===== config.mk =====
export PLATFORM = sky130hd
export DESIGN_NAME = interval_timer_three_counter
export DESIGN_NICKNAME = d
export VERILOG_FILES = /design/src/design/itt_pkg.sv /design/src/design/interval_timer_three_counter.sv
export SDC_FILE = /design/constraint.sdc
export NUM_CORES = 1
export LEC_CHECK = 0
export BUFFER_PORTS_ARGS = -buffer_cell sky130_fd_sc_hd__buf_2
export CORE_AREA = 4 4 231 233
export DETAILED_ROUTE_END_ITERATION = 8
export DIE_AREA = 0 0 235 237
export SETUP_SLACK_MARGIN = 0.2
export SYNTH_ARGS = -nofsm -noshare
export SYNTH_HDL_FRONTEND = slang
export SYNTH_SLANG_ARGS = --single-unit
export TNS_END_PERCENT = 30

===== constraint.sdc =====
create_clock -name clk_i -period 5.6 [get_ports clk_i]
set_clock_uncertainty 0.2 [all_clocks]
set_input_delay 0.84 -clock clk_i [delete_from_list [all_inputs] [get_ports clk_i]]
set_output_delay 0.84 -clock clk_i [all_outputs]
set_load 0.005 [all_outputs]

===== src/design/itt_pkg.sv =====
// Package for the three-counter interval timer: codes and constants.
// No dependencies.
package itt_pkg;
  localparam int unsigned NumCtr = 3;
  localparam logic [1:0] OpRead  = 2'd0;
  localparam logic [1:0] OpWrite = 2'd1;
  localparam logic [1:0] OpTick  = 2'd2;
  localparam logic [2:0] PortCtrl = 3'd3;
  localparam logic [2:0] PortSys  = 3'd4;
  localparam logic [1:0] StOk          = 2'd0;
  localparam logic [1:0] StBadPort     = 2'd1;
  localparam logic [1:0] StUnsupported = 2'd2;
  localparam logic [1:0] StCountOne    = 2'd3;
  localparam logic [2:0] Mode0 = 3'd0;
  localparam logic [2:0] Mode2 = 3'd2;
  localparam logic [2:0] Mode3 = 3'd3;
  localparam logic [15:0] CntMax  = 16'hffff;
  localparam logic [15:0] CntMaxE = 16'hfffe;
endpackage


===== src/design/interval_timer_three_counter.sv =====
// Accepts one beat per cycle while the sink does not stall.
// The input beat is registered, the three counters are updated by short
// logic and the result lands in an output register with a skid stage.
// While the sink stalls, the skid slot fills and the input stage holds its beat.
// Reset (asynchronous, active low) restores the documented counter state.
module interval_timer_three_counter (
  input  logic        clk_i,
  input  logic        rst_ni,
  input  logic        in_valid_i,
  output logic        in_ready_o,
  input  logic [1:0]  opcode_i,
  input  logic [2:0]  port_i,
  input  logic [7:0]  write_data_i,
  input  logic [15:0] tick_delta_i,
  output logic        out_valid_o,
  input  logic        out_ready_i,
  output logic [7:0]  read_data_o,
  output logic        irq_request_o,
  output logic        counter2_out_o,
  output logic [1:0]  status_o
);
  // Counter state, one entry per counter.
  logic [2:0]  mode_q [3];
  logic [15:0] reload_q [3], count_q [3], wasm_q [3], hold_q [3];
  logic [2:0]  wph_q, rph_q, full_q, gate_q, out_q, run_q;
  logic        spk_q, refresh_q;

  logic [2:0]  mode_d [3];
  logic [15:0] reload_d [3], count_d [3], wasm_d [3], hold_d [3];
  logic [2:0]  wph_d, rph_d, full_d, gate_d, out_d, run_d;
  logic        spk_d, refresh_d;

  // Input register stage.
  logic        in_v_q;
  logic [1:0]  op_q;
  logic [2:0]  port_q;
  logic [7:0]  wd_q;
  logic [15:0] dl_q;

  // Result register and skid register.
  logic        res_v_q, skid_v_q;
  logic [11:0] res_q, skid_q, res_new;
  logic        fire;

  // The input stage accepts a beat whenever the skid slot is free. The held beat
  // is processed only when its result has a register to land in.
  assign in_ready_o  = !skid_v_q;
  assign fire        = in_v_q && (!skid_v_q || out_ready_i);
  assign out_valid_o = res_v_q;
  assign {read_data_o, irq_request_o, counter2_out_o, status_o} = res_q;

  logic [7:0]  rd;
  logic [1:0]  st;
  logic        irq;

  always_comb begin
    logic [1:0]  c;
    logic [3:0]  cmd;
    logic [2:0]  md;
    logic [15:0] v, n, full;
    logic [16:0] d2;
    mode_d = mode_q; reload_d = reload_q; count_d = count_q;
    wasm_d = wasm_q; hold_d = hold_q;
    wph_d = wph_q; rph_d = rph_q; full_d = full_q; gate_d = gate_q;
    out_d = out_q; run_d = run_q; spk_d = spk_q; refresh_d = refresh_q;
    rd = 8'd0; st = itt_pkg::StOk; irq = 1'b0;
    c = port_q[1:0];
    cmd = wd_q[7:4];
    md = wd_q[3:1];
    v = 16'd0; n = 16'd0; full = 16'd0; d2 = 17'd0;
    if (fire) begin
      case (op_q)
        itt_pkg::OpRead: begin
          if (port_q < 3'd3) begin
            v = full_q[c] ? hold_q[c] : count_q[c];
            rd = rph_q[c] ? v[15:8] : v[7:0];
            rph_d[c] = !rph_q[c];
            if (rph_q[c]) full_d[c] = 1'b0;
          end else if (port_q == itt_pkg::PortSys) begin
            refresh_d = !refresh_q;
            rd = {2'b00, out_q[2], !refresh_q, 2'b00, spk_q, gate_q[2]};
          end else begin
            st = itt_pkg::StBadPort;
          end
        end
        itt_pkg::OpWrite: begin
          if (port_q < 3'd3) begin
            if (!wph_q[c]) begin
              wasm_d[c] = {8'd0, wd_q};
              wph_d[c] = 1'b1;
            end else begin
              full = {wd_q, wasm_q[c][7:0]};
              wasm_d[c] = full;
              wph_d[c] = 1'b0;
              reload_d[c] = full;
              full_d[c] = 1'b0;
              case (mode_q[c])
                itt_pkg::Mode0: begin
                  count_d[c] = full;
                  run_d[c] = 1'b1;
                  if (gate_q[c]) out_d[c] = 1'b0;
                end
                itt_pkg::Mode2, itt_pkg::Mode3: begin
                  if (full == 16'd1) st = itt_pkg::StCountOne;
                  if (mode_q[c] == itt_pkg::Mode3) full[0] = 1'b0;
                  reload_d[c] = full;
                  if (gate_q[c] && !run_q[c]) begin
                    count_d[c] = full;
                    run_d[c] = 1'b1;
                    out_d[c] = 1'b1;
                  end
                end
                default: ;
              endcase
            end
          end else if (port_q == itt_pkg::PortCtrl) begin
            c = cmd[3:2];
            if (cmd >= 4'd12) begin
              st = (cmd == 4'd15) ? itt_pkg::StUnsupported : itt_pkg::StOk;
            end else if (cmd[1:0] == 2'd0) begin
              if (!full_q[c]) begin
                hold_d[c] = count_q[c];
                rph_d[c] = 1'b0;
                full_d[c] = 1'b1;
              end
            end else if (cmd[1:0] == 2'd3) begin
              if (wd_q[0] || !(md == itt_pkg::Mode0 || md == itt_pkg::Mode2 ||
                               md == itt_pkg::Mode3)) begin
                st = itt_pkg::StUnsupported;
              end else begin
                mode_d[c] = md;
                wasm_d[c] = 16'd0;
                wph_d[c] = 1'b0;
              end
            end else begin
              st = itt_pkg::StUnsupported;
            end
          end else if (port_q == itt_pkg::PortSys) begin
            spk_d = wd_q[1];
            if (wd_q[0] != gate_q[2]) begin
              gate_d[2] = wd_q[0];
              if (wd_q[0]) begin
                if (mode_q[2] == itt_pkg::Mode0) begin
                  count_d[2] = reload_q[2];
                  if (run_q[2]) out_d[2] = 1'b0;
                end else if (mode_q[2] == itt_pkg::Mode2 || mode_q[2] == itt_pkg::Mode3) begin
                  run_d[2] = 1'b1;
                  out_d[2] = 1'b1;
                  count_d[2] = reload_q[2];
                end
              end else if (mode_q[2] == itt_pkg::Mode2 || mode_q[2] == itt_pkg::Mode3) begin
                run_d[2] = 1'b0;
                out_d[2] = 1'b1;
              end
            end
          end else begin
            st = itt_pkg::StBadPort;
          end
        end
        itt_pkg::OpTick: begin
          for (int i = 0; i < 3; i++) begin
            n = count_q[i];
            d2 = {dl_q, 1'b0};
            if (gate_q[i] && run_q[i]) begin
              case (mode_q[i])
                itt_pkg::Mode0: begin
                  if (n == 16'd0) count_d[i] = itt_pkg::CntMax;
                  else if (dl_q >= n) begin
                    count_d[i] = 16'd0;
                    out_d[i] = 1'b1;
                  end else count_d[i] = n - dl_q;
                end
                itt_pkg::Mode2: begin
                  if (n == 16'd0) begin
                    count_d[i] = itt_pkg::CntMax;
                    out_d[i] = 1'b1;
                  end else if (n == 16'd1) begin
                    count_d[i] = reload_q[i];
                    out_d[i] = 1'b1;
                  end else if (n == 16'd2 || dl_q >= n - 16'd1) begin
                    count_d[i] = 16'd1;
                    out_d[i] = 1'b0;
                  end else count_d[i] = n - dl_q;
                end
                itt_pkg::Mode3: begin
                  if (n == 16'd0) count_d[i] = itt_pkg::CntMaxE;
                  else if (n <= 16'd2 || d2 >= {1'b0, n}) begin
                    count_d[i] = reload_q[i];
                    out_d[i] = !out_q[i];
                  end else count_d[i] = n - d2[15:0];
                end
                default: ;
              endcase
            end
          end
          irq = !out_q[0] && out_d[0];
        end
        default: st = itt_pkg::StUnsupported;
      endcase
    end
  end

  assign res_new = {rd, irq, out_d[2], st};

  always_ff @(posedge clk_i or negedge rst_ni) begin
    if (!rst_ni) begin
      in_v_q <= 1'b0;
      res_v_q <= 1'b0;
      skid_v_q <= 1'b0;
      for (int i = 0; i < 3; i++) begin
        mode_q[i] <= itt_pkg::Mode3;
        reload_q[i] <= 16'd0; count_q[i] <= 16'd0;
        wasm_q[i] <= 16'd0; hold_q[i] <= 16'd0;
      end
      wph_q <= 3'b000; rph_q <= 3'b000; full_q <= 3'b000;
      gate_q <= 3'b011; out_q <= 3'b111; run_q <= 3'b000;
      spk_q <= 1'b0; refresh_q <= 1'b0;
    end else begin
      mode_q <= mode_d; reload_q <= reload_d; count_q <= count_d;
      wasm_q <= wasm_d; hold_q <= hold_d;
      wph_q <= wph_d; rph_q <= rph_d; full_q <= full_d; gate_q <= gate_d;
      out_q <= out_d; run_q <= run_d; spk_q <= spk_d; refresh_q <= refresh_d;
      // The input stage keeps its beat until that beat has been processed.
      if (in_valid_i && in_ready_o) in_v_q <= 1'b1;
      else if (fire) in_v_q <= 1'b0;
      // Result goes to the output register if free and the skid slot is empty, else to the skid slot.
      if (!res_v_q || out_ready_i) begin
        if (skid_v_q) begin
          res_v_q <= 1'b1;
          skid_v_q <= fire;
        end else begin
          res_v_q <= fire;
        end
      end else if (fire) begin
        skid_v_q <= 1'b1;
      end
    end
  end

  always_ff @(posedge clk_i) begin
    if (in_valid_i && in_ready_o) begin
      op_q <= opcode_i; port_q <= port_i; wd_q <= write_data_i; dl_q <= tick_delta_i;
    end
    if (!res_v_q || out_ready_i) begin
      res_q <= skid_v_q ? skid_q : res_new;
      if (skid_v_q) skid_q <= res_new;
    end else if (fire) begin
      skid_q <= res_new;
    end
  end
endmodule


==> results.cfg <==
[finish]
layout-area-overhead-vs-synth_pct = 10.3
layout-drive-gt1-share_pct = 9.94
fillers = 5027
seq_area_mm2 = 0.00653
utilization_pct = 43.9
layout.cells.most_common = nand2_1
finalNonFillerCells = 3026
multi_input_area_mm2 = 0.0130
final_nets = 2554
layout_common_cells = 217 x nand2_1, 193 x ha_1, 189 x dfrtp_1

[yosys]
ys_types = 90
synth_nets = 2536
async_flop_share_pct = 78.8
synth_edf_count = 53
netlist_area_mm2 = 0.0204
yosysWarnings = 0
synth_ff_type = dfrtp_1
syn_area_per_cell_um2 = 8.84
yosys_register_bits = 250
yosysSeqAreaShare_pct = 32.1
synthCells = 2303

[global_routing]
antenna_found_initial = 4
grt_max_degree = 118
grt_pass1_vias = 18438
grt_overflow_total = 0
grt_usage_pct = 27.9
grt_first_pass_wirelength_um = 120000

[routing]
ant_nets = 0
drc = 0
routed_via_density = 6.38
routed_wl_um = 81200
drt_pre_antenna_iters = 6
dr_total_vias = 19297
avgRoutedWirePerCell_um = 26.8
drtIter0Drc = 1984

[clocking]
cts.hold.buffers_added = 0
post-cts-setup-buffer-count = 0
cts_max_level = 1
clk_latency_ns = 0.61
cts_resized = 0
cts_tree = yes
cts-root-buf = clkbuf_16
numCtsBuffers = 30
path_clk_slew_ns = 0.06
cts.sinks = 250
cts.path.max_buffers = 3

[floorplanning]
die_area_mm2 = 0.0557
io_pins = 47
core_mm2 = 0.0512
start_util_pct = 39.8
die_w_um = 235
die_h_um = 237
core.rowCount = 83

[power]
p_int_mw = 5.94
p_leak_nw = 9.63
switching_share_pct = 48.0
powerDensity_mw_per_mm2 = 508
pwr-share-seq_pct = 26.1
p_clk_share_pct = 17.9
comb_power_share_pct = 55.9
power_switching_mw = 5.47
peakVddDrop_mv = 0.235

[sta]
finalHoldViolations = 0
slew_headroom_pct = 19.7
setup_violations = 0
rsz0062_at_grt = false
tns_ns = 0
fin_crit_sh_pct = 83.0
whs_ns = 0.113
slew_viol_final = 0
fin_crit_ns = 4.65
fmax_ghz = 0.215
worst_pin_slew_ns = 1.20

[placement]
dp_cells = 2969
port_buffers = 46
dpl.hpwl_um = 60300
place_congestion = 1.03

[setup_path]
crit_fanout = 15
reg2reg_setup_slack_ns = 0.95
cp-start-kind = register
path_class = reg2reg
arrival_ns = 4.96
cp-end-kind = register
crit_required_ns = 5.91

[flow_run]
max_cap_viol_count = 0

[hold_path]
hold_class = in2async

[status]
status = finished, final reports clean
[power by group through the flow]
stage	Sequential, mW	Combinational [mW]	Clock (mW)
after floorplan	2.66	4.47	0
after global placement	2.97	6.17	0
after detailed placement	2.99	6.23	0
after CTS	2.96	6.27	2.07
after global routing	3.01	6.93	2.14
final	2.98	6.38	2.04
[routing by layer]
metal | vias up | wire [um] | track usage, %
met5 | - | 28 | 0
met4 | 4 | 5190 | 14.7
met3 | 274 | 6870 | 5.44
met2 | 982 | 35800 | 44.1
met1 | 9390 | 33300 | 36.4
li1 | 8647 | - | -
[synth_stat cells, types with 10 or more instances]
cell / instances / share of area (%)
a211o_1: 11 / 0.47
a211oi_1: 50 / 1.8
a21o_1: 40 / 1.5
a21oi_1: 158 / 3.9
a221oi_1: 57 / 2.5
a22o_1: 31 / 1.3
a311oi_1: 12 / 0.52
a31oi_1: 39 / 1.2
and2_1: 20 / 0.61
and3_1: 25 / 0.77
buf_2: 13 / 0.32
clkbuf_1: 95 / 1.8
dfrtp_1: 189 / 23
edfxtp_1: 53 / 7.8
ha_1: 194 / 12
inv_1: 99 / 1.8
mux2_2: 43 / 2.4
mux2i_1: 69 / 3.4
nand2_1: 217 / 4.0
nand2b_1: 35 / 1.1
nand3_1: 50 / 1.2
nand4_1: 16 / 0.49
nor2_1: 137 / 2.5
nor2b_1: 33 / 1.0
nor3_1: 50 / 1.2
nor4_1: 20 / 0.61
o211ai_1: 38 / 1.4
o21a_1: 22 / 0.81
o21ai_0: 160 / 3.9
o221ai_1: 11 / 0.47
o22ai_1: 10 / 0.31
o31ai_1: 19 / 0.70
or3_1: 13 / 0.40
xnor2_1: 81 / 3.5
xor2_1: 23 / 0.99
[worst max-delay path, cell delays in order, from the launching register on]
cell,delay (ns)
dfrtp_1,0.49
or4_1,0.62
nor2_1,0.26
nand2_1,0.15
nor3_1,0.21
xnor2_1,0.16
ha_1,0.28
a211oi_1,0.25
o21ai_0,0.12
and3_1,0.17
o21ai_0,0.14
and3_1,0.32
a32o_1,0.70
a221oi_1,0.19
o31ai_1,0.28
[worst paths after layout]
path,start,to,cells past startpoint
hold / removal,rst_ni,asynchronous set/reset pin,1
setup reg to reg,count_q[4],count_q[2],14
hold reg to reg,refresh_q,refresh_q,1
setup / recovery,count_q[4],count_q[2],14
min in group clk_i,tick_delta_i[13],dl_q[13],1
max in group asynchronous,rst_ni,count_q[22],2
[per-stage QoR]
step / setup WS [ns] / total power [mW] / instance area (um2)
floorplan: 1.60 / 7.12 / 20400
global placement: 1.06 / 9.14 / 21400
detailed placement: 1.01 / 9.22 / 21400
CTS: 1.00 / 11.3 / 22500
global route: 0.616 / 12.1 / 22500
finish: 0.949 / 11.4 / 22500
[kinds of logic after synthesis]
group / after synthesis / share of synthesized area [%]
AO/OA/AOI/OAI: 751 / 24.9
XOR/XNOR: 104 / 4.47
adder cells (fa/ha/maj): 200 / 12.5
buffers and inverters: 218 / 4.20
flip-flops: 250 / 32.1
multiplexers: 112 / 5.77
AND/OR/NAND/NOR: 668 / 16.1
[layout make-up]
cell class / count / share of cell area [%]
well taps: 680 / 3.79
multi-input cells: 1835 / 57.9
clock inverters: 10 / 0.501
inverters: 100 / 1.67
repair buffers: 104 / 3.00
diodes: 1 / 0.0111
flip-flops and latches: 250 / 29.1
clock buffers: 46 / 4.07
No activity file was read; power rests on OpenSTA's default activity.
